File: src/hw/rtl/data_directive_byte_parser_defines.svh
// Assertion helpers used by the parser top module.
`ifndef DATA_DIRECTIVE_BYTE_PARSER_DEFINES_SVH
`define DATA_DIRECTIVE_BYTE_PARSER_DEFINES_SVH

// Same-cycle implication, checked while out of reset.
`define DDBP_ASSERT_NOW(label, clk, rst_n, ante, cons) \
    label: assert property (@(posedge clk) disable iff (!(rst_n)) (ante) |-> (cons)) \
        else $error("parser assertion failed");

// Next-cycle implication, checked while out of reset.
`define DDBP_ASSERT_NEXT(label, clk, rst_n, ante, cons) \
    label: assert property (@(posedge clk) disable iff (!(rst_n)) (ante) |=> (cons)) \
        else $error("parser assertion failed");

// Next-cycle implication that also holds across reset.
`define DDBP_ASSERT_ALWAYS_NEXT(label, clk, ante, cons) \
    label: assert property (@(posedge clk) (ante) |=> (cons)) \
        else $error("parser assertion failed");

`endif

File: src/hw/rtl/ddbp_pkg.sv
package ddbp_pkg;

    localparam int BYTE_W  = 8;
    localparam int VALUE_W = 63;
    localparam logic [VALUE_W-1:0] VALUE_MAX = {VALUE_W{1'b1}};

    typedef struct packed {
        logic [BYTE_W-1:0] character;
        logic              end_of_line;
    } t_item;

    typedef struct packed {
        logic [BYTE_W-1:0] data_byte;
        logic              from_number;
    } t_result;

    typedef struct packed {
        logic skip_mode;
        logic value_zero;
    } t_core_status;

endpackage

File: src/hw/rtl/data_directive_byte_parser.sv
// Data directive byte parser: takes one character of a data-directive line per transfer
// (or an end-of-line mark; a zero character also ends the line) and gives the data bytes
// it stands for, from quoted strings with backslash escapes and from decimal or 0x-prefixed
// hex numbers (low byte of a value that saturates at 2^63-1). It takes one character every
// cycle while the output side does not stall; a character passes the input register, then
// the combinational mode step and radix multiply-add in the core, then the result register.
// Characters that cause no byte give no output transfer.
`include "data_directive_byte_parser_defines.svh"

module data_directive_byte_parser
    import ddbp_pkg::*;
(
    input  logic              i_clk,
    input  logic              i_rst_n,
    input  logic              i_valid,
    output logic              o_stall,
    input  logic [BYTE_W-1:0] i_character,
    input  logic              i_end_of_line,
    output logic              o_valid,
    input  logic              i_stall,
    output logic [BYTE_W-1:0] o_data_byte,
    output logic              o_from_number
);

    logic         item_valid;
    t_item        item;
    logic         take;
    logic         out_ready;
    logic         res_valid;
    t_result      result;
    t_core_status status;
    logic         load;

    assign load = res_valid && take;

    ddbp_in_reg u_in_reg (
        .i_clk         (i_clk),
        .i_rst_n       (i_rst_n),
        .i_valid       (i_valid),
        .o_stall       (o_stall),
        .i_character   (i_character),
        .i_end_of_line (i_end_of_line),
        .i_take        (take),
        .o_valid       (item_valid),
        .o_item        (item)
    );

    ddbp_core u_core (
        .i_clk       (i_clk),
        .i_rst_n     (i_rst_n),
        .i_valid     (item_valid),
        .i_item      (item),
        .i_ready     (out_ready),
        .o_take      (take),
        .o_res_valid (res_valid),
        .o_result    (result),
        .o_status    (status)
    );

    ddbp_out_reg u_out_reg (
        .i_clk         (i_clk),
        .i_rst_n       (i_rst_n),
        .i_load        (load),
        .i_result      (result),
        .o_ready       (out_ready),
        .o_valid       (o_valid),
        .i_stall       (i_stall),
        .o_data_byte   (o_data_byte),
        .o_from_number (o_from_number)
    );

    // A line end returns the parser to its reset state.
    `DDBP_ASSERT_NEXT(a_eol_resets_state, i_clk, i_rst_n, take && item.end_of_line, status.skip_mode && status.value_zero)
    // A held result with a full input register must back-pressure the input side.
    `DDBP_ASSERT_NOW(a_full_pipe_stalls, i_clk, i_rst_n, o_valid && i_stall && item_valid, o_stall && !take)
    // Reset leaves no result pending.
    `DDBP_ASSERT_ALWAYS_NEXT(a_reset_clears_out, i_clk, !i_rst_n, !o_valid && !o_stall)

endmodule

File: src/hw/rtl/ddbp_in_reg.sv
module ddbp_in_reg
    import ddbp_pkg::*;
(
    input  logic                i_clk,
    input  logic                i_rst_n,
    input  logic                i_valid,
    output logic                o_stall,
    input  logic [BYTE_W-1:0]   i_character,
    input  logic                i_end_of_line,
    input  logic                i_take,
    output logic                o_valid,
    output t_item               o_item
);

    logic  r_valid;
    logic  n_valid;
    t_item r_item;
    logic  accept;

    // The register is free when empty or when the core consumes it this cycle.
    assign o_stall = r_valid && !i_take;
    assign accept  = i_valid && !o_stall;

    always_comb begin
        n_valid = r_valid;
        if (accept) begin
            n_valid = 1'b1;
        end else if (i_take) begin
            n_valid = 1'b0;
        end
    end

    always_ff @(posedge i_clk) begin
        if (!i_rst_n) begin
            r_valid <= 1'b0;
        end else begin
            r_valid <= n_valid;
        end
    end

    always_ff @(posedge i_clk) begin
        if (accept) begin
            r_item.character   <= i_character;
            r_item.end_of_line <= i_end_of_line;
        end
    end

    assign o_valid = r_valid;
    assign o_item  = r_item;

endmodule

File: src/hw/rtl/ddbp_core.sv
module ddbp_core
    import ddbp_pkg::*;
(
    input  logic         i_clk,
    input  logic         i_rst_n,
    input  logic         i_valid,
    input  t_item        i_item,
    input  logic         i_ready,
    output logic         o_take,
    output logic         o_res_valid,
    output t_result      o_result,
    output t_core_status o_status
);

    typedef enum logic [5:0] {
        MODE_SKIP = 6'b000001,
        MODE_STR  = 6'b000010,
        MODE_ESC  = 6'b000100,
        MODE_ZERO = 6'b001000,
        MODE_DEC  = 6'b010000,
        MODE_HEX  = 6'b100000
    } t_mode;

    localparam logic [BYTE_W-1:0] CHAR_NUL    = 8'h00;
    localparam logic [BYTE_W-1:0] CHAR_QUOTE  = 8'h22;
    localparam logic [BYTE_W-1:0] CHAR_BSLASH = 8'h5C;
    localparam logic [BYTE_W-1:0] CHAR_ZERO   = 8'h30;
    localparam logic [BYTE_W-1:0] CHAR_X_LO   = 8'h78;
    localparam logic [BYTE_W-1:0] CHAR_X_UP   = 8'h58;
    localparam logic [BYTE_W-1:0] CHAR_N      = 8'h6E;
    localparam logic [BYTE_W-1:0] CHAR_T      = 8'h74;
    localparam logic [BYTE_W-1:0] CHAR_R      = 8'h72;
    localparam logic [BYTE_W-1:0] BYTE_LF     = 8'h0A;
    localparam logic [BYTE_W-1:0] BYTE_TAB    = 8'h09;
    localparam logic [BYTE_W-1:0] BYTE_CR     = 8'h0D;
    localparam int PROD_W = VALUE_W + 4;

    function automatic logic is_dec(input logic [BYTE_W-1:0] c);
        return c inside {[8'h30:8'h39]};
    endfunction

    // Returns {valid, digit value}.
    function automatic logic [4:0] hex_digit(input logic [BYTE_W-1:0] c);
        logic [BYTE_W-1:0] t;
        t = 8'h00;
        if (c inside {[8'h30:8'h39]}) begin
            return {1'b1, c[3:0]};
        end else if (c inside {[8'h61:8'h66], [8'h41:8'h46]}) begin
            t = {5'b0, c[2:0]} + 8'd9;
            return {1'b1, t[3:0]};
        end
        return 5'b0;
    endfunction

    function automatic logic [BYTE_W-1:0] escape_map(input logic [BYTE_W-1:0] c);
        logic [BYTE_W-1:0] m;
        case (c)
            CHAR_N:    m = BYTE_LF;
            CHAR_T:    m = BYTE_TAB;
            CHAR_R:    m = BYTE_CR;
            CHAR_ZERO: m = CHAR_NUL;
            default:   m = c;
        endcase
        return m;
    endfunction

    t_mode              r_mode;
    t_mode              n_mode;
    logic [VALUE_W-1:0] r_value;
    logic [VALUE_W-1:0] n_value;

    logic [BYTE_W-1:0]  c;
    logic               eol;
    logic               in_number;
    logic [4:0]         hex_d;
    logic [3:0]         digit;
    logic [PROD_W-1:0]  prod;
    logic [PROD_W-1:0]  sum;
    logic [VALUE_W-1:0] acc;
    t_mode              sk_mode;
    logic               sk_load;
    logic [VALUE_W-1:0] sk_value;
    logic               end_num;

    assign o_take    = i_valid && i_ready;
    assign c         = i_item.character;
    assign eol       = i_item.end_of_line || (c == CHAR_NUL);
    assign in_number = (r_mode == MODE_ZERO) || (r_mode == MODE_DEC) || (r_mode == MODE_HEX);

    // Multiply-add by the radix with saturation: shifts and at most two adds, then a range check.
    assign hex_d = hex_digit(c);
    assign digit = (r_mode == MODE_HEX) ? hex_d[3:0] : c[3:0];
    assign prod  = (r_mode == MODE_HEX) ? {r_value, 4'b0}
                 : ({1'b0, r_value, 3'b0} + {3'b0, r_value, 1'b0});
    assign sum   = prod + {{(PROD_W-4){1'b0}}, digit};
    assign acc   = (|sum[PROD_W-1:VALUE_W]) ? VALUE_MAX : sum[VALUE_W-1:0];

    // What a character does when no number or string is open.
    always_comb begin
        sk_mode  = MODE_SKIP;
        sk_load  = 1'b0;
        sk_value = {{(VALUE_W-4){1'b0}}, c[3:0]};
        if (c == CHAR_QUOTE) begin
            sk_mode = MODE_STR;
        end else if (c == CHAR_ZERO) begin
            sk_mode = MODE_ZERO;
            sk_load = 1'b1;
        end else if (is_dec(c)) begin
            sk_mode = MODE_DEC;
            sk_load = 1'b1;
        end
    end

    always_comb begin
        n_mode      = r_mode;
        n_value     = r_value;
        o_res_valid = 1'b0;
        o_result    = '{data_byte: r_value[BYTE_W-1:0], from_number: 1'b1};
        end_num     = 1'b0;
        if (o_take) begin
            if (eol) begin
                o_res_valid = in_number;
                n_mode      = MODE_SKIP;
                n_value     = '0;
            end else begin
                case (r_mode)
                    MODE_STR: begin
                        if (c == CHAR_QUOTE) begin
                            n_mode = MODE_SKIP;
                        end else if (c == CHAR_BSLASH) begin
                            n_mode = MODE_ESC;
                        end else begin
                            o_res_valid = 1'b1;
                            o_result    = '{data_byte: c, from_number: 1'b0};
                        end
                    end
                    MODE_ESC: begin
                        n_mode      = MODE_STR;
                        o_res_valid = 1'b1;
                        o_result    = '{data_byte: escape_map(c), from_number: 1'b0};
                    end
                    MODE_ZERO: begin
                        if (c == CHAR_X_LO || c == CHAR_X_UP) begin
                            n_mode = MODE_HEX;
                        end else if (is_dec(c)) begin
                            n_mode  = MODE_DEC;
                            n_value = acc;
                        end else begin
                            end_num = 1'b1;
                        end
                    end
                    MODE_DEC: begin
                        if (is_dec(c)) begin
                            n_value = acc;
                        end else begin
                            end_num = 1'b1;
                        end
                    end
                    MODE_HEX: begin
                        if (hex_d[4]) begin
                            n_value = acc;
                        end else begin
                            end_num = 1'b1;
                        end
                    end
                    default: begin
                        n_mode = sk_mode;
                        if (sk_load) begin
                            n_value = sk_value;
                        end
                    end
                endcase
                // The terminating character is then handled as in skip mode.
                if (end_num) begin
                    o_res_valid = 1'b1;
                    n_mode      = sk_mode;
                    n_value     = sk_load ? sk_value : '0;
                end
            end
        end
    end

    always_ff @(posedge i_clk) begin
        if (!i_rst_n) begin
            r_mode  <= MODE_SKIP;
            r_value <= '0;
        end else begin
            r_mode  <= n_mode;
            r_value <= n_value;
        end
    end

    assign o_status.skip_mode  = (r_mode == MODE_SKIP);
    assign o_status.value_zero = (r_value == '0);

endmodule

File: src/hw/rtl/ddbp_out_reg.sv
module ddbp_out_reg
    import ddbp_pkg::*;
(
    input  logic              i_clk,
    input  logic              i_rst_n,
    input  logic              i_load,
    input  t_result           i_result,
    output logic              o_ready,
    output logic              o_valid,
    input  logic              i_stall,
    output logic [BYTE_W-1:0] o_data_byte,
    output logic              o_from_number
);

    logic    r_valid;
    logic    n_valid;
    t_result r_result;
    logic    transfer;

    assign transfer = r_valid && !i_stall;
    assign o_ready  = !r_valid || !i_stall;

    always_comb begin
        n_valid = r_valid;
        if (i_load) begin
            n_valid = 1'b1;
        end else if (transfer) begin
            n_valid = 1'b0;
        end
    end

    always_ff @(posedge i_clk) begin
        if (!i_rst_n) begin
            r_valid <= 1'b0;
        end else begin
            r_valid <= n_valid;
        end
    end

    always_ff @(posedge i_clk) begin
        if (i_load) begin
            r_result <= i_result;
        end
    end

    assign o_valid       = r_valid;
    assign o_data_byte   = r_result.data_byte;
    assign o_from_number = r_result.from_number;

endmodule

File: config.mk
export PLATFORM = sky130hd
export DESIGN_NAME = data_directive_byte_parser
export DESIGN_NICKNAME = d
export VERILOG_FILES = /design/src/hw/rtl/ddbp_pkg.sv /design/src/hw/rtl/data_directive_byte_parser.sv /design/src/hw/rtl/ddbp_in_reg.sv /design/src/hw/rtl/ddbp_core.sv /design/src/hw/rtl/ddbp_out_reg.sv
export VERILOG_INCLUDE_DIRS = /design/src /design/src/hw/rtl
export SDC_FILE = /design/constraint.sdc
export NUM_CORES = 1
export LEC_CHECK = 0
export ABC_CLOCK_PERIOD_IN_PS = 7700
export BUFFER_PORTS_ARGS = -buffer_cell sky130_fd_sc_hd__buf_2
export CAP_MARGIN = 10
export CORE_UTILIZATION = 51
export DETAILED_ROUTE_END_ITERATION = 10
export GPL_TIMING_DRIVEN = 0
export PLACE_DENSITY = 0.77
export SLEW_MARGIN = 30
export SYNTH_ARGS = -nofsm -noshare
export SYNTH_HDL_FRONTEND = slang
export SYNTH_HIERARCHICAL = 1
export SYNTH_SLANG_ARGS = --single-unit
File: constraint.sdc
create_clock -name i_clk -period 7.7 [get_ports i_clk]
set_clock_uncertainty 0.1 [all_clocks]
set_input_delay 0.385 -clock i_clk [delete_from_list [all_inputs] [get_ports i_clk]]
set_output_delay 0.385 -clock i_clk [all_outputs]
set_load 0.03 [all_outputs]
==> flow_metrics.tcl, run 1 <==
set metrics [dict create \
    path_buf_inv 7 \
    syn_area_per_cell_um2 6.98 \
    p_leak_nw 4.34 \
    ant_nets 0 \
    dp_hpwl_um 31700 \
    drt_iter0_drc 1477 \
    finalHoldViolCount 0 \
    cts_buffers 9 \
    clkLatencyLatePin_ns 0.36 \
    port_buffers 23 \
    initial_core_util_pct 52.4 \
    syn_nets 1678 \
    fin_crit_ns 7.40 \
    h-tree-depth 3 \
    worst_path_max_delay_cell "or4_4" \
    drt-pass1-iter-count 6 \
    post_drt_wl_per_cell_um 20.6 \
    crit_chain "or4_4 -> nor2_1 -> buf_6 -> buf_6 -> buf_6 -> buf_4 -> nand2b_1 -> nor2_1 -> a22o_1 -> ha_1 -> inv_1 -> fa_1 -> inv_1 -> a21oi_1 -> or4_1 -> or4_1 -> or4_1 -> nor4_4 -> nand3_2 -> o31a_1 -> o211ai_4 -> buf_4 -> o21ai_1 -> a21oi_1" \
    path_clk_slew_ns 0.07 \
    worst_slack_ns 0.296 \
    max_freq_mhz 135 \
    cts_root_buf "clkbuf_16" \
    ys_warn_count 6 \
    cts_sinks 89 \
    final_nets 1706 \
    netlist_area_mm2 0.0111 \
    setup_viol 0 \
    path_delay_family "simple AND/OR/NAND/NOR gates" \
    p_per_area_mw_per_mm2 85.3 \
    report.final.slew_viol_count 0 \
    antenna_cells 0 \
    core_mm2 0.0212 \
    worst_pin_slew_ns 0.963 \
    antenna_found_initial 0 \
    ir_worst_vdd_uv 94.1 \
    setup-tns-final_ns 0 \
    die_w_um 150 \
    vias_per_cell 6.66 \
    path_class "reg -> reg" \
    drc 0 \
    tritoncts "yes" \
    chipHeight_um 150 \
    num_rows 53 \
    postLayoutCoreUtil_pct 56.4 \
    total_power_mw 1.02 \
    cap_violations 0 \
    grt_start_max_net_pins 29 \
    drive_gt1_share_pct 6.39 \
    hold_class "in -> reg" \
    start_kind "register" \
    vias 12700 \
    relSlewSlack_pct 35.7 \
    grtUsageTotal_pct 35.2 \
    slowest_delay_ns 0.61 \
    overflow 0 \
    ioPinCount 24 \
    syn_to_final_growth_pct 7.56 \
    finalCritPeriodShare_pct 96.2 \
    crit_path_end_kind "register" \
    grt_pass1_wl_um 61700 \
    clock_path_buffers 2 \
    syn_inst 1594 \
    status "complete, no violations" \
    ff2ff_setup_slack_ns 0.30 \
    die-area_mm2 0.0224 \
    finalWirelength_um 39200 \
    grt_pass1_vias 11200 \
    crit_fanout 28 \
    cp.required_ns 7.88 \
    gp_congestion 1.01 \
    whs_ns 0.0934 \
    hold_buffers 0 \
    worstPathArrival_ns 7.59 \
    place_ws_ns -2.49 \
]
## path summary, 6_finish.rpt
| check | from | to | depth (start not counted) |
|---|---|---|---|
| worst min register to register | u_core/r_value[12] | u_core/r_value[12] | 2 |
| worst max register to register | u_core/r_mode[4] | u_core/r_value[8] | 24 |
| worst max-delay path | u_core/r_mode[4] | u_core/r_value[8] | 24 |
| worst min-delay path | i_character[0] | u_in_reg/o_item[1] | 1 |
## registers in the layout (all words and copies together) (netlist names)
register                 cells
u_in_reg/o_item              9
u_core/r_value              63
u_out_reg/o_data_byte        8
u_out_reg/o_valid            1
u_out_reg/o_from_number      1
u_in_reg/o_valid             1
u_core/r_mode                6
## report_power, final
| part | internal [mW] | total [mW] | switching [mW] |
|---|---|---|---|
| logic | 0.0189 | 0.0586 | 0.0398 |
| clock network | 0.259 | 0.477 | 0.218 |
| registers | 0.479 | 0.485 | 0.00520 |
## layer usage
| metal | global-route usage [%] | routed length [um] | vias up |
|---|---|---|---|
| met5 | 0 | 0 | - |
| met4 | 13.1 | 1140 | 0 |
| met3 | 3.54 | 3590 | 74 |
| met2 | 52.7 | 16600 | 645 |
| met1 | 51.7 | 17900 | 5937 |
| li1 | - | - | 6011 |
## metrics by stage
step | instance area, um2 | std cells
floorplan | 11100 | 1594
global placement | 11600 | 1892
detailed placement | 11600 | 1892
CTS | 11900 | 1903
global route | 12000 | 1902
finish | 12000 | 1902
## area by class of cell
cell class / count / area [um2]
repair buffers: 25 / 130
clock inverters: 7 / 85.1
well taps: 275 / 344
fillers: 2085 / 9260
multi-input cells: 1381 / 8720
clock buffers: 9 / 225
inverters: 32 / 120
plain buffers: 84 / 377
flip-flops and latches: 89 / 1960
## cell usage in the layout, fill, tap and decap left out, types with 13 or more instances in the layout
cell type / count
xnor2_1: 63
and2_1: 22
clkbuf_1: 65
o21ai_0: 86
nor3_1: 56
nor4_1: 13
ha_1: 69
dfxtp_1: 71
o211ai_1: 16
buf_2: 29
inv_1: 31
o21ai_1: 55
mux2i_1: 27
nor2_1: 143
and4_1: 13
or3_1: 16
xor2_1: 29
nand2_1: 213
a21oi_1: 154
a21o_1: 22
a21boi_1: 29
nand4_1: 46
o31ai_1: 15
nand3_1: 42
edfxtp_1: 18
## repair_timing
item,in CTS,in global routing
buffers inserted,2,0
endpoints found under the setup margin,63,63
gates resized for setup,10,11
pin swaps,1,1
Note: power is estimated with default switching activity, not from simulation.
==> run 2: changes to the inputs <==
--- a/config.mk
+++ b/config.mk
@@ -6,13 +6,13 @@
 export SDC_FILE = /design/constraint.sdc
 export NUM_CORES = 1
 export LEC_CHECK = 0
-export ABC_CLOCK_PERIOD_IN_PS = 7700
+export ABC_CLOCK_PERIOD_IN_PS = 9100
 export BUFFER_PORTS_ARGS = -buffer_cell sky130_fd_sc_hd__buf_2
 export CAP_MARGIN = 10
 export CORE_UTILIZATION = 51
 export DETAILED_ROUTE_END_ITERATION = 10
 export GPL_TIMING_DRIVEN = 0
-export PLACE_DENSITY = 0.77
+export PLACE_DENSITY = 0.74
 export SLEW_MARGIN = 30
 export SYNTH_ARGS = -nofsm -noshare
 export SYNTH_HDL_FRONTEND = slang
==> constraint.sdc (replaced) <==
create_clock -name i_clk -period 9.1 [get_ports i_clk]
set_clock_uncertainty 0.1 [all_clocks]
set_input_delay 0.455 -clock i_clk [delete_from_list [all_inputs] [get_ports i_clk]]
set_output_delay 0.455 -clock i_clk [all_outputs]
set_load 0.03 [all_outputs]
==> run 2 against run 1 <==
Against the previous run:
- flip-flop and latch count did not move
- non-clock buffer count rose by 1
- sequential power fell by 15%
- largest cell class unchanged
- clock-buffer cell count did not move
- largest power group unchanged
==> flow_metrics.tcl, run 2 (synthesis gave the netlist of run 1 again) <==
set metrics [dict create \
    status "complete, no violations" \
    crit-reg2reg-launch "u_core/r_mode[0]" \
    p_per_area_mw_per_mm2 70.2 \
    final_nets 1707 \
    grt_pass1_vias 11300 \
    die-area_mm2 0.0224 \
    hold_class "in -> reg" \
    cp.required_ns 9.28 \
    clkLatencyLatePin_ns 0.35 \
    dp_hpwl_um 32800 \
    p_leak_nw 4.30 \
    die_w_um 150 \
    finalWirelength_um 40200 \
    setup-tns-final_ns 0 \
    p_sw_mw 0.220 \
    numPlacedInstances 1892 \
    num_rows 53 \
    max_freq_mhz 114 \
    vias_per_cell 6.56 \
    cap_violations 0 \
    grtUsageTotal_pct 36.1 \
    worstRegToRegCells 25 \
    cts_sinks 89 \
    post_drt_wl_per_cell_um 21.1 \
    fin_cells 1903 \
    largest_reg_flops 63 \
    whs_ns 0.174 \
    core_mm2 0.0212 \
    route.met2.wl_um 17200 \
    tritoncts "yes" \
    postLayoutCoreUtil_pct 56.0 \
    final_common_cell "nand2_1" \
    hold_depth 1 \
    setup_viol 0 \
    crit_fanout 19 \
    grt_start_max_net_pins 20 \
    top_register "u_core/r_value" \
    cts_setup_buffers 0 \
    chipHeight_um 150 \
    drive_gt1_share_pct 6.02 \
    syn_to_final_growth_pct 6.77 \
    worstPathArrival_ns 8.95 \
    h-tree-depth 3 \
    worst_slack_ns 0.336 \
    seqPwrFrac_pct 49.1 \
    p_clk_share_pct 44.9 \
    drt_iter0_drc 1225 \
    path_clk_slew_ns 0.08 \
    wl_met1_um 18100 \
    antenna_found_initial 0 \
    pwr-share-comb_pct 6.0 \
    crit_path_end_kind "register" \
    worstReg2RegEnd "u_core/r_value[39]" \
    ff2ff_setup_slack_ns 0.34 \
    place_ws_ns -1.31 \
    port_buffers 23 \
    drt-pass1-iter-count 6 \
    ir_worst_vdd_uv 88.5 \
    highest_layer "met4" \
    finalHoldViolCount 0 \
    report.final.slew_viol_count 0 \
    finalCritPeriodShare_pct 96.3 \
    min_from "i_character[3]" \
    cts_buffers 9 \
    fin_crit_ns 8.76 \
    path_class "reg -> reg" \
    vias 12500 \
    grt_pass1_wl_um 62400 \
    drc 0 \
    worstHoldEndpoint "u_in_reg/o_item[4]" \
    swShare_pct 26.4 \
    power.internal_mw 0.613 \
    initial_core_util_pct 52.4 \
    wl_met3_um 3680 \
    ant_nets 0 \
    overflow 0 \
    relSlewSlack_pct 35.0 \
    start_kind "register" \
    layout_common_cells "nand2_1 (213), a21oi_1 (154), nor2_1 (143), o21ai_0 (86), dfxtp_1 (71)" \
    antenna_cells 0 \
    ioPinCount 24 \
    worst_pin_slew_ns 0.970 \
    cts_root_buf "clkbuf_16" \
    fillCellCount 2168 \
    gp_congestion 1.02 \
    rsz0062_at_grt "false" \
    clock_path_buffers 2 \
]
## run 2: changes by cell type in the layout (fill, tap and decap cells not counted), moves of 2 or more
cell	before	now
nor4_1	13	15
buf_4	5	2
clkbuf_4	3	1
buf_2	29	36
buf_6	4	1
clkbuf_1	65	67
## run 2: power by group through the flow
| stage | clock [mW] | sequential, mW | combinational (mW) |
|---|---|---|---|
| floorplan | 0 | 0.418 | 0.0326 |
| global placement | 0 | 0.419 | 0.0481 |
| detailed placement | 0 | 0.419 | 0.0488 |
| CTS | 0.381 | 0.410 | 0.0492 |
| global route | 0.396 | 0.410 | 0.0546 |
| finish | 0.374 | 0.410 | 0.0500 |
## run 2: timing repair
action | in CTS | in global routing
resized for setup | 4 | 2
hold buffers | 0 | 0
endpoints found under the hold margin | 0 | 0
endpoints found under the setup margin | 63 | 62
pin swaps | 0 | 0
## run 2: cell type report
class                           count  area, um2  share of cell area, %
Clock buffer                        9        225                   1.90
Clock inverter                      7       60.1                  0.506
Buffer                             87        363                   3.05
Inverter                           32        120                   1.01
Timing Repair Buffer               23        115                  0.969
Tap cell                          275        344                   2.90
Multi-Input combinational cell   1381       8690                   73.1
Sequential cell                    89       1960                   16.5
## run 2: how the worst max path moves through the flow
stage | startpoint | end | slack, ns | cells past startpoint
final | u_core/r_mode[0] | u_core/r_value[39] | 0.34 | 25
after global routing | u_core/r_mode[0] | u_core/r_value[61] | 0.07 | 25
after CTS | u_core/r_mode[0] | u_core/r_value[6] | 0.09 | 26
after detailed placement | u_core/r_mode[4] | u_core/r_value[6] | -1.31 | 28
after global placement | u_core/r_mode[4] | u_core/r_value[6] | -1.16 | 28
after floorplan | u_core/r_mode[4] | u_core/r_value[58] | 1.95 | 28
## run 2: layer usage
metal,up-vias,global-route usage (%)
li1,5991,-
met1,5875,51.0
met2,559,55.6
met3,68,6.16
met4,0,11.1
met5,-,0
## run 2: per-stage QoR
step | cell area (um2) | power (mW)
after floorplan | 11100 | 0.451
after global placement | 11600 | 0.467
after detailed placement | 11600 | 0.468
after CTS | 11900 | 0.840
after global routing | 11900 | 0.861
final | 11900 | 0.833
## run 2: critical path, stage by stage (launching register included)
cell and delay, ns:
dfxtp_1 0.37, or4_4 0.59, nor2_1 0.25, clkbuf_2 0.43
buf_2 0.47, clkbuf_4 0.39, buf_2 0.35, buf_2 0.38
nand2b_1 0.23, nor2_1 0.19, a22o_1 0.15, ha_1 0.16
inv_1 0.05, fa_1 0.40, inv_1 0.09, a21oi_1 0.16
or4_1 0.61, or4_1 0.52, or4_1 0.50, nor4_2 0.43
nand3_1 0.29, o31a_1 0.37, o211ai_4 0.51, buf_2 0.37
o21ai_1 0.11, a21boi_1 0.16
==> run 3: changes to the inputs <==
--- a/config.mk
+++ b/config.mk
@@ -8,11 +8,11 @@
 export LEC_CHECK = 0
 export ABC_CLOCK_PERIOD_IN_PS = 9100
 export BUFFER_PORTS_ARGS = -buffer_cell sky130_fd_sc_hd__buf_2
-export CAP_MARGIN = 10
 export CORE_UTILIZATION = 51
 export DETAILED_ROUTE_END_ITERATION = 10
 export GPL_TIMING_DRIVEN = 0
-export PLACE_DENSITY = 0.74
+export HOLD_SLACK_MARGIN = 0.12
+export PLACE_DENSITY = 0.71
 export SLEW_MARGIN = 30
 export SYNTH_ARGS = -nofsm -noshare
 export SYNTH_HDL_FRONTEND = slang
==> run 3 against run 2 <==
Against the previous run:
- flip-flop and latch count did not move
- register-to-register slack worse by 0.06 ns
- utilization barely moved
- first-iteration DRC count down 3.0%
- combinational power about the same
- non-clock buffer count did not move
- critical path depth is the same
- maximum frequency decreased by 0.65%
- clock-buffer cell count increased by 1
- via count hardly changed
==> flow_metrics.tcl, run 3 (synthesis gave the netlist of run 1 again) <==
set metrics [dict create \
    status "complete, no violations" \
    core_mm2 0.0212 \
    fillCellCount 2110 \
    worstRegToRegCells 25 \
    drt_iter0_drc 1188 \
    crit_fanout 37 \
    fin_cells 1903 \
    worst_pin_slew_ns 0.980 \
    cts_sinks 89 \
    finalCritPeriodShare_pct 96.9 \
    cap_violations 0 \
    min_from "i_character[5]" \
    cts_root_buf "clkbuf_16" \
    cts_setup_buffers 0 \
    die_w_um 150 \
    crit-reg2reg-launch "u_core/r_mode[0]" \
    worstHoldEndpoint "u_in_reg/o_item[6]" \
    hold_depth 1 \
    grt_pass1_vias 11400 \
    path_class "reg -> reg" \
    h-tree-depth 3 \
    relSlewSlack_pct 33.7 \
    vias_per_cell 6.57 \
    numPlacedInstances 1892 \
    clkLatencyLatePin_ns 0.36 \
    hold_class "in -> reg" \
    drt-pass1-iter-count 5 \
    top_register "u_core/r_value" \
    syn_to_final_growth_pct 6.82 \
    num_rows 53 \
    setup-tns-final_ns 0 \
    hold_buffers 0 \
    worstPathArrival_ns 9.01 \
    report.final.slew_viol_count 0 \
    largest_reg_flops 63 \
    crit_path_end_kind "register" \
    grtUsageTotal_pct 36.2 \
    path_clk_slew_ns 0.08 \
    final_common_cell "nand2_1" \
    cts_buffers 9 \
    clock_path_buffers 2 \
    antenna_found_initial 0 \
    overflow 0 \
    initial_core_util_pct 52.4 \
    vias 12500 \
    antenna_cells 0 \
    max_freq_mhz 113 \
    gp_congestion 1.02 \
    ant_nets 0 \
    p_leak_nw 4.30 \
    ioPinCount 24 \
    finalWirelength_um 40100 \
    layout_common_cells "nand2_1 (213), a21oi_1 (154), nor2_1 (143), o21ai_0 (86), dfxtp_1 (71)" \
    die-area_mm2 0.0224 \
    final_nets 1707 \
    dp_hpwl_um 32800 \
    drive_gt1_share_pct 6.08 \
    total_power_mw 0.841 \
    chipHeight_um 150 \
    start_kind "register" \
    postLayoutCoreUtil_pct 56.0 \
    tritoncts "yes" \
    grt_pass1_wl_um 62500 \
    ff2ff_setup_slack_ns 0.28 \
    p_per_area_mw_per_mm2 70.8 \
    worstReg2RegEnd "u_core/r_value[33]" \
    finalHoldViolCount 0 \
    port_buffers 23 \
    drc 0 \
    fin_crit_ns 8.82 \
    grt_start_max_net_pins 29 \
    ir_worst_vdd_uv 82.7 \
    rsz0062_at_grt "false" \
    cp.required_ns 9.28 \
    setup_viol 0 \
    post_drt_wl_per_cell_um 21.1 \
]
==> run 3: cell types whose count changed in the layout (fill, tap and decap cells not counted) <==
cell / delta
a2111oi_1: -1
inv_6: -1
clkinv_1: -1
buf_4: +1
clkbuf_1: +1
clkbuf_2: +1
buf_2: -1
clkinv_4: +1
clkbuf_4: -1
a2111oi_2: +1
==> run 3: what timing repair did <==
action                     4_1_cts  5_1_grt
resized for setup                3        4
setup endpoints to repair       63       63
pin swaps                        0        0
==> run 3: power by group <==
part	total [mW]	switching (mW)	internal, mW
logic	0.0497	0.0337	0.0160
clock network	0.381	0.189	0.192
registers	0.410	0.00414	0.406
==> run 3: layout make-up <==
type | instances | area (um2) | share of cell area [%]
Multi-Input combinational cell | 1381 | 8690 | 73.2
Clock buffer | 10 | 229 | 1.93
Sequential cell | 89 | 1960 | 16.5
Inverter | 32 | 120 | 1.01
Tap cell | 275 | 344 | 2.90
Buffer | 87 | 363 | 3.05
Timing Repair Buffer | 23 | 115 | 0.969
Clock inverter | 6 | 56.3 | 0.474
==> run 3: worst max path at each step <==
stage	startpoint	end	slack (ns)
after floorplan	u_core/r_mode[4]	u_core/r_value[58]	1.95
after global placement	u_core/r_mode[4]	u_core/r_value[38]	-1.16
after detailed placement	u_core/r_mode[4]	u_core/r_value[39]	-1.29
after CTS	u_core/r_mode[0]	u_core/r_value[37]	0.02
after global routing	u_core/r_mode[0]	u_core/r_value[33]	0.09
final	u_core/r_mode[0]	u_core/r_value[33]	0.28
==> run 3: through the flow <==
stage	hold slack, ns	area (um2)	worst slack [ns]
floorplan	0.356	11100	1.95
global placement	0.389	11600	-1.16
detailed placement	0.398	11600	-1.29
CTS	0.159	11900	0.0242
global route	0.154	11900	0.0898
finish	0.165	11900	0.278
==> run 3: critical path: stages (launching register included) <==
cell and delay, ns:
dfxtp_1 0.37, or4_4 0.59, nor2_1 0.24, clkbuf_1 0.45, clkbuf_2 0.35, buf_4 0.45
buf_2 0.39, buf_2 0.41, nand2b_1 0.23, nor2_1 0.19, a22o_1 0.15, ha_1 0.18
inv_1 0.06, fa_1 0.40, inv_1 0.10, a21oi_1 0.16, or4_1 0.59, or4_1 0.52
or4_1 0.49, nor4_2 0.47, nand3_1 0.29, o31a_1 0.36, o211ai_4 0.50, buf_2 0.37
o21ai_1 0.12, a21boi_1 0.16
==> run 3: routing by layer <==
layer / GRT usage (%) / share of wire [%] / vias up
met5: 0 / 0 / -
met2: 55.0 / 42 / 587
li1: - / - / 6012
met4: 13.2 / 3.3 / 0
met3: 7.01 / 9.7 / 75
met1: 50.3 / 45 / 5829
